### src/design/ipv4rhf_pkg.sv
// ----------------------------------------------------------------------------
// ipv4rhf_pkg
// Shared types and constants for the IPv4 receive header filter.
// ----------------------------------------------------------------------------
package ipv4rhf_pkg;

    localparam int HEADER_BYTES = 20;
    localparam int HDR_IDX_W    = $clog2(HEADER_BYTES);
    localparam int COUNT_W      = 16;

    localparam logic [COUNT_W-1:0] COUNT_MAX   = {COUNT_W{1'b1}};
    localparam logic [7:0]         PROTO_ICMP  = 8'd1;
    localparam logic [7:0]         PROTO_UDP   = 8'd17;
    localparam logic [3:0]         IP_VERSION4 = 4'd4;
    localparam logic [3:0]         IHL_NO_OPTS = 4'd5;
    localparam logic [4:0]         FRAG_HI_MASK = 5'h1F;

    typedef enum logic [3:0] {
        V_ICMP      = 4'd0,
        V_UDP       = 4'd1,
        V_OTHER     = 4'd2,
        V_SHORT_HDR = 4'd3,
        V_SHORT_PKT = 4'd4,
        V_VERSION   = 4'd5,
        V_IHL       = 4'd6,
        V_DEST      = 4'd7,
        V_FRAG      = 4'd8
    } t_verdict;

    typedef logic [7:0] t_header [HEADER_BYTES];

    typedef struct packed {
        t_verdict     verdict;
        logic         learn_source;
        logic [31:0]  source_ip;
        logic [7:0]   protocol_number;
        logic [15:0]  total_length;
        logic [15:0]  payload_length;
    } t_result;

endpackage

### src/design/ipv4rhf_in_if.sv
// ----------------------------------------------------------------------------
// ipv4rhf_in_if
// Byte request channel into the IPv4 receive header filter.
// ----------------------------------------------------------------------------
interface ipv4rhf_in_if;
    logic       valid;
    logic       ready;
    logic [7:0] data_byte;
    logic       last_byte;

    modport source (output valid, output data_byte, output last_byte, input ready);
    modport sink   (input valid, input data_byte, input last_byte, output ready);
endinterface

### src/design/ipv4rhf_out_if.sv
// ----------------------------------------------------------------------------
// ipv4rhf_out_if
// Verdict request channel out of the IPv4 receive header filter.
// ----------------------------------------------------------------------------
interface ipv4rhf_out_if;
    logic        valid;
    logic        ready;
    logic [3:0]  verdict;
    logic        learn_source;
    logic [31:0] source_ip;
    logic [7:0]  protocol_number;
    logic [15:0] total_length;
    logic [15:0] payload_length;

    modport source (output valid, output verdict, output learn_source, output source_ip,
                    output protocol_number, output total_length, output payload_length,
                    input ready);
    modport sink   (input valid, input verdict, input learn_source, input source_ip,
                    input protocol_number, input total_length, input payload_length,
                    output ready);
endinterface

### src/design/ipv4rhf_judge.sv
// ----------------------------------------------------------------------------
// ipv4rhf_judge
// Header checks and classification for the final byte of a packet.
// ----------------------------------------------------------------------------
module ipv4rhf_judge (
    input  ipv4rhf_pkg::t_header               i_store,
    input  logic [7:0]                         i_data_byte,
    input  logic [ipv4rhf_pkg::COUNT_W-1:0]    i_count,
    input  logic [31:0]                        i_local_addr,
    output ipv4rhf_pkg::t_result               o_result
);
    import ipv4rhf_pkg::*;

    logic [7:0]         hdr [HEADER_BYTES];
    logic [COUNT_W-1:0] size;
    logic [3:0]         version;
    logic [3:0]         ihl;
    logic [12:0]        frag;
    logic [31:0]        dst;
    logic [15:0]        tlen;

    // The final byte may itself be the last header byte, so it is forwarded.
    always_comb begin
        for (int i = 0; i < HEADER_BYTES; i++) begin
            hdr[i] = (i_count == COUNT_W'(i)) ? i_data_byte : i_store[i];
        end
    end

    assign size    = (i_count == COUNT_MAX) ? COUNT_MAX : i_count + COUNT_W'(1);
    assign version = hdr[0][7:4];
    assign ihl     = hdr[0][3:0];
    assign frag    = {hdr[6][4:0] & FRAG_HI_MASK, hdr[7]};
    assign dst     = {hdr[16], hdr[17], hdr[18], hdr[19]};
    assign tlen    = {hdr[2], hdr[3]};

    always_comb begin
        o_result = '0;
        if (size < COUNT_W'(HEADER_BYTES)) begin
            o_result.verdict = V_SHORT_HDR;
        end else begin
            o_result.total_length    = tlen;
            o_result.protocol_number = hdr[9];
            o_result.source_ip       = {hdr[12], hdr[13], hdr[14], hdr[15]};
            o_result.payload_length  = size - COUNT_W'(HEADER_BYTES);
            if (size < tlen) begin
                o_result.verdict = V_SHORT_PKT;
            end else begin
                o_result.learn_source = 1'b1;
                if (version != IP_VERSION4) begin
                    o_result.verdict = V_VERSION;
                end else if (ihl != IHL_NO_OPTS) begin
                    o_result.verdict = V_IHL;
                end else if (dst != i_local_addr) begin
                    o_result.verdict = V_DEST;
                end else if (frag != 13'd0) begin
                    o_result.verdict = V_FRAG;
                end else if (hdr[9] == PROTO_ICMP) begin
                    o_result.verdict = V_ICMP;
                end else if (hdr[9] == PROTO_UDP) begin
                    o_result.verdict = V_UDP;
                end else begin
                    o_result.verdict = V_OTHER;
                end
            end
        end
    end

endmodule

### src/design/ipv4_receive_header_filter.sv
// ----------------------------------------------------------------------------
// ipv4_receive_header_filter
// The verdict sits in the single result register stage and appears in the
// cycle after the final byte is taken. One byte per cycle while no verdict waits.
// Reset (synchronous, active low) clears the byte count, the local address
// and the result valid flag; the header bytes need no reset.
// ----------------------------------------------------------------------------
module ipv4_receive_header_filter (
    input  logic                 i_clk,
    input  logic                 i_rst_n,
    input  logic                 i_cfg_we,
    input  logic [31:0]          i_cfg_data,
    ipv4rhf_in_if.sink           i_in,
    ipv4rhf_out_if.source        o_out
);
    import ipv4rhf_pkg::*;

    // State carried from byte to byte: the running count and the header copy.
    logic [COUNT_W-1:0] r_count;
    logic [COUNT_W-1:0] n_count;
    t_header            r_store;
    logic [31:0]        r_local_addr;

    // Result register with its valid flag.
    logic               r_out_valid;
    t_result            r_result;
    t_result            n_result;

    logic               in_fire;
    logic               fin_fire;

    // A byte is taken whenever the result register is empty or being drained,
    // so a waiting verdict holds back the next byte of the stream.
    assign i_in.ready = !r_out_valid || o_out.ready;
    assign in_fire    = i_in.valid && i_in.ready;
    assign fin_fire   = in_fire && i_in.last_byte;

    // The count saturates so that very long packets judge as the maximum size.
    assign n_count = (r_count == COUNT_MAX) ? COUNT_MAX : r_count + COUNT_W'(1);

    ipv4rhf_judge u_judge (
        .i_store      (r_store),
        .i_data_byte  (i_in.data_byte),
        .i_count      (r_count),
        .i_local_addr (r_local_addr),
        .o_result     (n_result)
    );

    always_ff @(posedge i_clk) begin
        if (!i_rst_n) begin
            r_count      <= '0;
            r_local_addr <= '0;
            r_out_valid  <= 1'b0;
        end else begin
            if (i_cfg_we) begin
                r_local_addr <= i_cfg_data;
            end
            if (in_fire) begin
                r_count <= i_in.last_byte ? '0 : n_count;
            end
            if (fin_fire) begin
                r_out_valid <= 1'b1;
            end else if (o_out.ready) begin
                r_out_valid <= 1'b0;
            end
        end
    end

    // Header bytes land at the position given by the count; only the first
    // twenty bytes of a packet are kept.
    always_ff @(posedge i_clk) begin
        if (in_fire && (r_count < COUNT_W'(HEADER_BYTES))) begin
            r_store[r_count[HDR_IDX_W-1:0]] <= i_in.data_byte;
        end
        if (fin_fire) begin
            r_result <= n_result;
        end
    end

    assign o_out.valid           = r_out_valid;
    assign o_out.verdict         = r_result.verdict;
    assign o_out.learn_source    = r_result.learn_source;
    assign o_out.source_ip       = r_result.source_ip;
    assign o_out.protocol_number = r_result.protocol_number;
    assign o_out.total_length    = r_result.total_length;
    assign o_out.payload_length  = r_result.payload_length;

endmodule

### src/flat_wrapper.sv
// flat-port wrapper written by rule: the top's interface ports become plain ports
module ipv4_receive_header_filter_flat import ipv4rhf_pkg::*;
  (i_clk, i_rst_n, i_cfg_we, i_cfg_data, i_in_valid, i_in_data_byte, i_in_last_byte, i_in_ready, o_out_valid, o_out_verdict, o_out_learn_source, o_out_source_ip, o_out_protocol_number, o_out_total_length, o_out_payload_length, o_out_ready);
  ipv4rhf_in_if i_in_i ();
  ipv4rhf_out_if o_out_i ();
  input  logic i_clk;
  input  logic i_rst_n;
  input  logic i_cfg_we;
  input  logic [31:0] i_cfg_data;
  input wire logic [$bits(i_in_i.valid)-1:0] i_in_valid;
  input wire logic [$bits(i_in_i.data_byte)-1:0] i_in_data_byte;
  input wire logic [$bits(i_in_i.last_byte)-1:0] i_in_last_byte;
  output wire logic [$bits(i_in_i.ready)-1:0] i_in_ready;
  output wire logic [$bits(o_out_i.valid)-1:0] o_out_valid;
  output wire logic [$bits(o_out_i.verdict)-1:0] o_out_verdict;
  output wire logic [$bits(o_out_i.learn_source)-1:0] o_out_learn_source;
  output wire logic [$bits(o_out_i.source_ip)-1:0] o_out_source_ip;
  output wire logic [$bits(o_out_i.protocol_number)-1:0] o_out_protocol_number;
  output wire logic [$bits(o_out_i.total_length)-1:0] o_out_total_length;
  output wire logic [$bits(o_out_i.payload_length)-1:0] o_out_payload_length;
  input wire logic [$bits(o_out_i.ready)-1:0] o_out_ready;
  assign i_in_i.valid = i_in_valid;
  assign i_in_i.data_byte = i_in_data_byte;
  assign i_in_i.last_byte = i_in_last_byte;
  assign i_in_ready = i_in_i.ready;
  assign o_out_valid = o_out_i.valid;
  assign o_out_verdict = o_out_i.verdict;
  assign o_out_learn_source = o_out_i.learn_source;
  assign o_out_source_ip = o_out_i.source_ip;
  assign o_out_protocol_number = o_out_i.protocol_number;
  assign o_out_total_length = o_out_i.total_length;
  assign o_out_payload_length = o_out_i.payload_length;
  assign o_out_i.ready = o_out_ready;
  ipv4_receive_header_filter u_core (.i_clk(i_clk), .i_rst_n(i_rst_n), .i_cfg_we(i_cfg_we), .i_cfg_data(i_cfg_data), .i_in(i_in_i), .o_out(o_out_i));
endmodule
### config.mk
export PLATFORM = sky130hd
export DESIGN_NAME = ipv4_receive_header_filter_flat
export DESIGN_NICKNAME = d
export VERILOG_FILES = /design/src/design/ipv4rhf_pkg.sv /design/src/design/ipv4rhf_in_if.sv /design/src/design/ipv4rhf_out_if.sv /design/src/design/ipv4rhf_judge.sv /design/src/design/ipv4_receive_header_filter.sv /design/src/flat_wrapper.sv
export SDC_FILE = /design/constraint.sdc
export NUM_CORES = 1
export LEC_CHECK = 0
export ABC_AREA = 1
export BUFFER_PORTS_ARGS = -buffer_cell sky130_fd_sc_hd__buf_2
export CELL_PAD_IN_SITES_DETAIL_PLACEMENT = 0
export CELL_PAD_IN_SITES_GLOBAL_PLACEMENT = 1
export CORE_UTILIZATION = 40
export DETAILED_ROUTE_END_ITERATION = 8
export PLACE_DENSITY_LB_ADDON = 0.1
export SYNTH_ARGS = -nofsm -noshare
export SYNTH_HDL_FRONTEND = slang
export SYNTH_SLANG_ARGS = --single-unit
### constraint.sdc
create_clock -name i_clk -period 17 [get_ports i_clk]
set_input_delay 5.1 -clock i_clk [delete_from_list [all_inputs] [get_ports i_clk]]
set_output_delay 5.1 -clock i_clk [all_outputs]
set_load 0.02 [all_outputs]
Yosys cells after proc, flatten, opt, wreduce, memory -nomap -nowiden

Index checks and enable logic that the tools add are counted.
W data, S select, Z words.

Register bits: 286
Output and inout port bits: 79

Multiplexer cells: 29
Bitwise operators: 1
Magnitude comparators: 5
Reduce and logical (&&, ||, !) cells: 10
Add/sub/neg operators: 2
Eq/ne operators: 19

Operator list:

| operator                | count |
|---|---|
| $bwmux W160             | 1 |
| $mux W8                 | 14 |
| $eq A16 B4 Y1 const B   | 5 |
| $eq A16 B5 Y1 const B   | 4 |
| $demux W8 S5            | 1 |
| $eq A16 B2 Y1 const B   | 2 |
| $eq A16 B3 Y1 const B   | 2 |
| $lt A16 B5 Y1 const B   | 2 |
| $mux W16                | 2 |
| $ne A32 B32 Y1          | 1 |
| $add A16 B1 Y16 const B | 1 |
| $eq A16 B16 Y1 const B  | 1 |
| $logic_not A16 Y1       | 1 |
| $lt A16 B16 Y1          | 1 |
| $sub A16 B5 Y16 const B | 1 |
| $reduce_bool A13 Y1     | 1 |
| $mux W3                 | 4 |
| $eq A8 B1 Y1 const B    | 1 |
| $eq A8 B5 Y1 const B    | 1 |
| $mux W4                 | 2 |
| $ne A4 B3 Y1 const B    | 2 |
| $ge A6 B6 Y1 const B    | 1 |
| $lt A6 B1 Y1 const B    | 1 |
| $not A5 Y6              | 1 |
| 8 further kinds         | 13 |

Depth between registers and ports, before layout

Gate-level depths: netlist of run 1.

Depth after elaboration: 10
Gate-level depth with buffers: 20

Cells and area by module

A second synthesis of run 1 with hierarchy kept.

Cell total of the unflattened synthesis: 1,388
Area total of the unflattened synthesis: 13,399.1 µm²

By module, submodules not included:

| module                     | cells each | area each (µm²) | times used |
|---|---|---|---|
| ipv4_receive_header_filter | 587        | 9,496.6         | 1 |
| ipv4rhf_judge              | 801        | 3,902.5         | 1 |

Worst setup path before layout of run 1

OpenSTA, ideal clock, no wires.

Path kind: input -> output
Start: in o_out_ready
End: out i_in_ready
Stages on the path: 2
Setup slack: 6,609 ps
Arrival: 5,291 ps
Path through: inv_1 > nand2_1

Cells in the longest elaborated chain, start to end: 1

Ends and longest elaborated chain:

| element            | RTL line                         | RTL |
|---|---|---|
| from (decl)        | flat_wrapper.sv:21               | `input wire logic [$bits(o_out_i.ready)-1:0] o_out_ready;` |
| $logic_or A1 B1 Y1 | ipv4_receive_header_filter.sv:34 | `assign i_in.ready = !r_out_valid \|\| o_out.ready;` |
| to (decl)          | flat_wrapper.sv:13               | `output wire logic [$bits(i_in_i.ready)-1:0] i_in_ready;` |

Every way passes these cells.

Worst setup path in the final report of run 1

Ends and elaborated chain as after synthesis.

==> summary.md, run 1 <==
The run gives 8457 as the detailed-route via count. Counting cells, the worst reg-to-reg path comes to 16. The final design utilization is 0.475, and the vertical die dimension is 171 µm. The first detailed-routing pass ran for 7 iterations. The number of nets in the layout was 1454.

TritonCTS built the clock tree. The clock arrives with 0.0145 ns of skew. The cell count after synthesis was 1272; the average cell area after synthesis was 8.95 µm². The number of antenna violations at the first check in global routing was 1; the deepest level of the CTS H-tree was 1.

Weighted congestion reported at the end of routability-driven placement: 0.838. After detailed routing, the average wire length per cell comes to 15.9 µm. Power density over cell area: 98.1 nW/µm². The critical path class was in -> out. By instance count, the leading cell after synthesis is nand2_1. The data arrival time at the worst-slack endpoint was 5.46 ns; the number of CTS-inserted buffers was 27.

By count the netlist is led by nand2_1 (363), edfxtp_1 (186), inv_1 (149). After synthesis the cells add up to 11400 µm². For the starting density of the core, the log shows 0.409. The area growth from synthesis to final layout came out at 16.2%. The worst setup path is launched from an input pin.

The first global-routing pass estimated 43.9 mm of wire. Derived from the worst setup path, the maximum achievable clock frequency is 94.7 MHz. The origin of the worst setup path is o_out_ready. For the worst setup path, the data required time is 11.90 ns. The number of gates resized after CTS came out at 0.

Cell type with the highest aggregate area in the netlist: edfxtp_1. The path class of the lowest-slack min-delay path was reg -> reg. The tools report the via count of the first global-routing pass as 7919. Along the worst hold path, the cell count comes to 2.

The via density per instance works out to 4.73. For the count of final max-slew check failures, the log shows 0. The placeable core area came out at 27900 µm².

The flow ran to the end, and the final reports show no timing, DRC or antenna violations. The count of unresolved DRC violations after routing is 0. Residual antenna-violating net count after detailed routing: 0. Setup violations remaining at the end of the flow were counted as 0. For the count of warnings emitted by yosys, the log shows 0. After clock tree synthesis, the clock-pin slew on the worst setup and hold paths is 0.05 ns. The static leakage came out at 0.00593 µW. Global routing finished with a remaining overflow of 0. The worst setup slack for register-to-register paths is 12.93 ns, and the share of the yosys chip area belonging to registers is 0.577.

The worst-case IR drop observed on VDD is 0.0675 mV. Setup fix buffers added after clock tree synthesis: 0. By area the synthesized netlist is led by edfxtp_1 (49%), nand2_1 (12%), dfxtp_1 (8.6%). The share of synthesized registers carrying an async set or reset came out at 0. For this design, the CTS-stage hold fixing added 0 buffers. Transition at the pin with the smallest max-transition slack: 1.14 ns.

Deepest clock path buffer count: 3. The fraction of final layout cells sized beyond drive strength 1 was 0.177; the number of primary I/O pins was 125. In this run, distinct cell masters in the synthesized netlist total 42. The number of buffers added on ports was 124. The startpoint of the tightest hold check path was u_core.r_local_addr[21]. The number of antenna diodes in the final layout is 0.

Counting flops with a built-in enable in the synthesized netlist gives 186. The reg-to-reg startpoint was u_core.r_count[12]. The die covers 29100 µm².

For the worst-skew pair, the clock arrives at the later sink with an insertion delay of 0.55 ns. Along the worst path, the maximum fanout reaches 3. The end point of the worst hold path is u_core.r_local_addr[21].

Entering global routing, the biggest net connects 74 pins. The final critical-path share of the clock period is 0.621, and the number of failing hold endpoints at the final stage is 0. Wires add up to 28.4 mm. The run gives 2754 as the filler cell count. The tree is rooted in a clkbuf_16.

STA classifies the critical path endpoint as a primary output. Across the whole layout, storage elements account for 6570 µm². The post-layout minimum cycle time was 10.56 ns. For the global-route usage over all layers, the log shows 0.199.

Synthesis inferred 235 register bits. The share of Yosys cell area claimed by the top area cell type was 0.491; the x dimension of the die was 171 µm. Clock tree synthesis found a total of 235 sinks. The final HPWL from detailed placement is 18.8 mm, and the worst max-slew margin expressed relative to the limit is 0.234. In the synthesized netlist the dominant register cell turns out to be edfxtp_1. The endpoint identified for the worst register-to-register timing path is u_core.o_out.verdict[2].

Row generation in the floorplan step produced 61 rows. Setup repair after global routing left no endpoint under its margin. In this run, the number of DRC markers left after iteration 0 of detailed routing was 527. For the final routed database, the setup TNS stands at 0 ns. The run gives 0 as the number of maximum-capacitance constraint violations. The multi-input combinational cells in the finished layout cover a total of 3870 µm². The post-synth net total was 1336.
how the worst max path moves through the flow:
stage                       to  slack, ns  cells after the start
finish              i_in_ready       6.44                      4
global route        i_in_ready       6.41                      4
CTS                 i_in_ready       6.43                      4
detailed placement  i_in_ready       6.44                      4
global placement    i_in_ready       6.44                      4
floorplan           i_in_ready       6.61                      2
logic make-up (layout without fill, tap and decap cells):
logic type / after synthesis / after routing / synth area share
xor gates and xnor gates: 7 / 7 / 0.00539
DFF: 235 / 235 / 0.577
AOI/OAI and AO/OA: 157 / 157 / 0.0709
adders and majority gates: 18 / 18 / 0.0198
and+or+nand+nor: 622 / 622 / 0.243
buffers and inverters: 233 / 372 / 0.0839
cells in the final DEF (no fill, tap or decap), types with 18 or more instances in the layout:
cell type  netlist  routed
inv_1          149     149
clkbuf_16        0      27
nor2_1          88      87
dfxtp_1         49      49
inv_2           37      37
nand2_1        363     363
nand3_1         97      97
a21oi_1         48      48
o21ai_0        100     100
buf_2            4     124
ha_1            18      18
edfxtp_1       186     186
metrics by stage:
stage	worst slack, ns	area [µm²]	cells	power, µW	hold WS [ns]
after floorplan	6.61	11400	1272	683	0.448
after global placement	6.44	12300	1739	714	0.461
after detailed placement	6.44	12300	1739	714	0.466
after CTS	6.43	13200	1789	1310	0.474
after global routing	6.41	13200	1789	1340	0.492
final	6.44	13200	1789	1300	0.473
per-layer routing:
layer / up-vias / share of wire / global-route usage / wire (µm)
li1: 4388 / - / - / -
met1: 3829 / 0.48 / 0.277 / 13800
met2: 207 / 0.45 / 0.326 / 12800
met3: 33 / 0.044 / 0.0257 / 1260
met4: 0 / 0.019 / 0.0497 / 549
met5: - / 0 / 0 / 0
sequential cells by signal (all words and copies together), names as in the netlist:
signal,cells
u_core.r_store,109
u_core.o_out.learn_source,1
u_core.o_out.valid,1
u_core.o_out.protocol_number,8
u_core.o_out.verdict,4
u_core.o_out.source_ip,32
u_core.r_local_addr,32
u_core.o_out.payload_length,16
u_core.o_out.total_length,16
u_core.r_count,16
cell type report:
type / count / area share
clock inverter: 9 / 0.0100
multi-input combinational: 804 / 0.293
timing repair buffer: 131 / 0.0509
tap: 378 / 0.0358
sequential: 235 / 0.497
inverter: 191 / 0.0542
clock buffer: 41 / 0.0596
where the power goes:
part	total (µW)	switching (µW)	internal, µW
registers	637	5.01	632
clock network	596	231	365
logic	63.9	47.0	16.8
worst max-delay path: stages:
cell,delay [ns]
buf_2,0.10
inv_1,0.04
nand2_1,0.06
buf_2,0.16
Note: power is estimated with default switching activity, not from simulation.
==> run 2, diff against run 1 <==
--- a/config.mk
+++ b/config.mk
@@ -5,7 +5,7 @@
 export SDC_FILE = /design/constraint.sdc
 export NUM_CORES = 1
 export LEC_CHECK = 0
-export ABC_AREA = 1
+export ABC_AREA = 0
 export BUFFER_PORTS_ARGS = -buffer_cell sky130_fd_sc_hd__buf_2
 export CELL_PAD_IN_SITES_DETAIL_PLACEMENT = 0
 export CELL_PAD_IN_SITES_GLOBAL_PLACEMENT = 1
==> constraint.sdc (replaced) <==
create_clock -name i_clk -period 9.6 [get_ports i_clk]
set_input_delay 2.88 -clock i_clk [delete_from_list [all_inputs] [get_ports i_clk]]
set_output_delay 2.88 -clock i_clk [all_outputs]
set_load 0.02 [all_outputs]
==> summary.md, run 2 <==
The run finished with clean final reports. For the static leakage, the log shows 0.00492 µW (was 0.00593 µW). The die outline area was 28600 µm² (was 29100 µm²); the clock transition at the register clock pins on the worst setup and hold paths after CTS was 0.06 ns (was 0.05 ns). For the worst setup skew after layout, the log shows 0.0123 ns (was 0.0145 ns). The endpoint of the lowest-slack register-to-register path was u_core.o_out.verdict[0] (was u_core.o_out.verdict[2]). TritonCTS built the clock tree. The critical path's slowest cell is nand2b_1 (was buf_2). The tools report the kind of end point of the critical path as a primary output (unchanged).

The number of failing hold endpoints at the final stage was 0 (unchanged). Count of inserted antenna diode cells: 0 (unchanged). Ordered cell list for the critical path: buf_2 -> nand2b_1 -> buf_2 (was buf_2 -> inv_1 -> nand2_1 -> buf_2). Deepest clock path buffer count: 3 (unchanged). The most prevalent standard cell on the critical path was buf_2 (unchanged).

Critical path class: in -> out (unchanged). The count of flip-flops with a built-in enable after synthesis is 186 (unchanged). Cell at the root of the clock tree: clkbuf_16 (unchanged).

The post-synthesis instance area came out at 11200 µm² (was 11400 µm²). Fmax: 162 MHz. Post-synth net total: 1028 (was 1336). The timing endpoint of the critical path was i_in_ready (unchanged). Most frequent standard cell in the layout excluding fill and tap cells: edfxtp_1 (was nand2_1).

The routed design could run at a clock period as short as 6.19 ns. Latest clock arrival within the worst-skew pair: 0.55 ns (about the same). The tools report the data arrival time at the worst-slack endpoint as 3.31 ns (was 5.46 ns).

Top post-synthesis cells by count: edfxtp_1 (186), nand2_1 (89), nor2_1 (75) (was nand2_1 (363), edfxtp_1 (186), inv_1 (149)). Power density over cell area: 179 nW/µm² (was 98.1 nW/µm²). The vertical die dimension was 169 µm (was 171 µm). The via count of the first global-routing pass is 7283 (was 7919), and the peak ir drop on the vdd network is 0.109 mV (was 0.0675 mV). The cell type with the highest aggregate area in the netlist was edfxtp_1 (unchanged). The number of buffers added on ports came out at 124 (unchanged). The number of cell instances on the worst register-to-register path came out at 14 (was 16). The run gives 0 (unchanged) as the number of gates resized after CTS. The count of warnings emitted by yosys was 0 (unchanged).

The logs give 0.477 (was 0.475) for the final design utilization and 27 (unchanged) for the number of CTS-inserted buffers. Kind of start point of the critical path: an input pin (unchanged). The maximum cell stage delay along the critical path works out to 0.17 ns (was 0.16 ns). Top cells by area, synth: edfxtp_1 (50%), dfxtp_1 (8.8%), mux2i_1 (5.8%) (was edfxtp_1 (49%), nand2_1 (12%), dfxtp_1 (8.6%)). The final number of setup-violating endpoints was 0 (unchanged).

The average wire length per cell after detail routing was 19.5 µm (was 15.9 µm). The share of Yosys cell area claimed by the top area cell type came out at 0.501 (was 0.491). The number of antenna violations at the first check in global routing was 0 (was 1). Most frequently used cell type in the post-synthesis netlist: edfxtp_1 (was nand2_1).

The number of iterations in the first detailed-routing pass was 5 (was 7); the detailed-route via count was 7711 (was 8457). The share of synthesized registers carrying an async set or reset was 0 (unchanged). The tools report the count of unique library cells instantiated by Yosys as 68 (was 42).

The logs give 964 (was 1272) for the cell count after synthesis and 0 (unchanged) for the remaining global-route overflow. The number of nets in the layout was 1131 (was 1454). Origin of the worst setup path: o_out_ready (unchanged).

The via density per instance works out to 5.28 (was 4.73). The required time at the worst-slack endpoint is 6.72 ns (was 11.90 ns). The placeable core area is 27200 µm² (was 27900 µm²), and the accumulated negative setup slack is 0 ns (unchanged). The final HPWL from detailed placement is 18.7 mm (was 18.8 mm), and the area growth from synthesis to final layout is 16.1% (was 16.2%).

The starting density of the core is 0.411 (was 0.409), and the x dimension of the die is 169 µm (was 171 µm). The number of rows created at floorplan was 60 (was 61). The share of the yosys chip area belonging to registers came out at 0.589 (was 0.577). The deepest level of the CTS H-tree came out at 1 (unchanged). The reg-to-reg startpoint is u_core.r_count[8] (was u_core.r_count[12]). The average cell area after synthesis was 11.6 µm² (was 8.95 µm²); the number of flip-flops under the largest register name was 109 (unchanged).

Instance area at placement: 12000 µm² (was 12300 µm²). The tools report the DRC violation total after the first TritonRoute iteration as 634 (was 527). The weighted congestion reported at the end of routability-driven placement is 0.810 (was 0.838), and the largest fanout on the critical path is 4 (was 3).

The most used flip-flop cell after synthesis was edfxtp_1 (unchanged). The fraction of final layout cells sized beyond drive strength 1 came out at 0.184 (was 0.177). The global-route wire length before repair is 43.7 mm (was 43.9 mm). For the number of maximum-capacitance constraint violations, the log shows 0 (unchanged).

Worst setup slack for register-to-register paths: 4.28 ns (was 12.93 ns). Setup repair after global routing left no endpoint under its margin. The worst max-slew margin expressed relative to the limit was 0.202 (was 0.234); the count of final max-slew check failures was 0 (unchanged). The global-route usage over all layers came out at 0.200 (was 0.199). The final cell area excluding filler cells is 13000 µm² (was 13200 µm²), and the count of unresolved DRC violations after routing is 0 (unchanged). The transition at the pin with the smallest max-transition slack is 1.19 ns (was 1.14 ns), and the post-synthesis register bit count is 235 (unchanged).

Path class of the lowest-slack min-delay path: reg -> reg (unchanged). Number of primary I/O pins: 125 (unchanged). The maximum number of pins on one net before global-route repair is 74 (unchanged). Highest-count cells in the layout ignoring fill and taps: edfxtp_1 (186), buf_2 (124), nand2_1 (89), nor2_1 (75), a21oi_1 (70) (was nand2_1 (363), edfxtp_1 (186), inv_1 (149), buf_2 (124), o21ai_0 (100)).

The count of hold buffers inserted by post-cts repair came out at 0 (unchanged). The wire length after detailed routing was 28.4 mm (about the same); the final critical-path share of the clock period was 0.645. The residual antenna-violating net count after detailed routing was 0 (unchanged); the setup fix buffers added after clock tree synthesis was 0 (unchanged). For the clock sink count, the log shows 235 (unchanged).
## run 2: changes by cell type in the layout (fill, tap and decap cells not counted), sizes merged, moves of 22 or more
cell   before  now
nand2     373   89
inv       187   32
o21ai     103   11
nand3     101   24
mux2i       0   65
nor2b       0   59
nor2      102   75
a22oi       0   23
a21oi      48   70
## run 2: how the worst min path moves through the flow
stage                                      start                      to  slack [ns]  depth (start not counted)
after floorplan           u_core.r_local_addr[4]  u_core.r_local_addr[4]        0.48                          2
after global placement    u_core.r_local_addr[4]  u_core.r_local_addr[4]        0.50                          2
after detailed placement  u_core.r_local_addr[4]  u_core.r_local_addr[4]        0.52                          2
after CTS                 u_core.r_local_addr[4]  u_core.r_local_addr[4]        0.53                          2
after global routing      u_core.r_local_addr[4]  u_core.r_local_addr[4]        0.57                          2
final                     u_core.r_local_addr[4]  u_core.r_local_addr[4]        0.53                          2
## run 2: power by group
| group | switching (µW) | leakage [µW] | internal [µW] | total [µW] |
|---|---|---|---|---|
| clock network | 415 | 0.000454 | 643 | 1060 |
| logic | 80.5 | 0.00234 | 42.0 | 123 |
| registers | 14.5 | 0.00212 | 1120 | 1130 |
| total | 510 | 0.00492 | 1800 | 2310 |
## run 2: routing by layer
layer / wire length, µm / track usage / vias to the layer above / share of wire
met4: 594 / 0.0513 / 0 / 0.021
met5: 0 / 0 / - / 0
li1: - / - / 3760 / -
met2: 12500 / 0.305 / 209 / 0.44
met1: 14000 / 0.296 / 3705 / 0.49
met3: 1320 / 0.0299 / 37 / 0.046
## run 2: cell families after synthesis
kind of cell | after synthesis | share of synthesized area
AOI/OAI and AO/OA | 161 | 0.0921
xor gates and xnor gates | 29 | 0.0228
adders and majority gates | 18 | 0.0202
buffers and inverters | 91 | 0.0360
DFF | 235 | 0.589
muxes | 71 | 0.0644
and+or+nand+nor | 359 | 0.176
## run 2: critical path: cells and delay by family
| kind | cells | cell delay, ns |
|---|---|---|
| buffers and inverters | 2 | 0.26 |
| AND/OR/NAND/NOR | 1 | 0.17 |
## run 2: stage by stage
| stage | setup WS [ns] | hold WS, ns | std cells | power, µW |
|---|---|---|---|---|
| after detailed placement | 3.41 | 0.519 | 1410 | 1280 |
| after floorplan | 3.60 | 0.483 | 964 | 1220 |
| final | 3.41 | 0.525 | 1460 | 2310 |
| after CTS | 3.41 | 0.534 | 1460 | 2340 |
| after global placement | 3.42 | 0.504 | 1410 | 1280 |
| after global routing | 3.39 | 0.571 | 1460 | 2390 |
## run 2: final cells by class
cell class / instances / area [µm²]
multi-input combinational: 638 / 4190
sequential: 235 / 6570
timing repair buffer: 134 / 696
fill: 2576 / 14200
clock buffer: 33 / 719
clock inverter: 17 / 203
inverter: 31 / 116
tap: 372 / 465
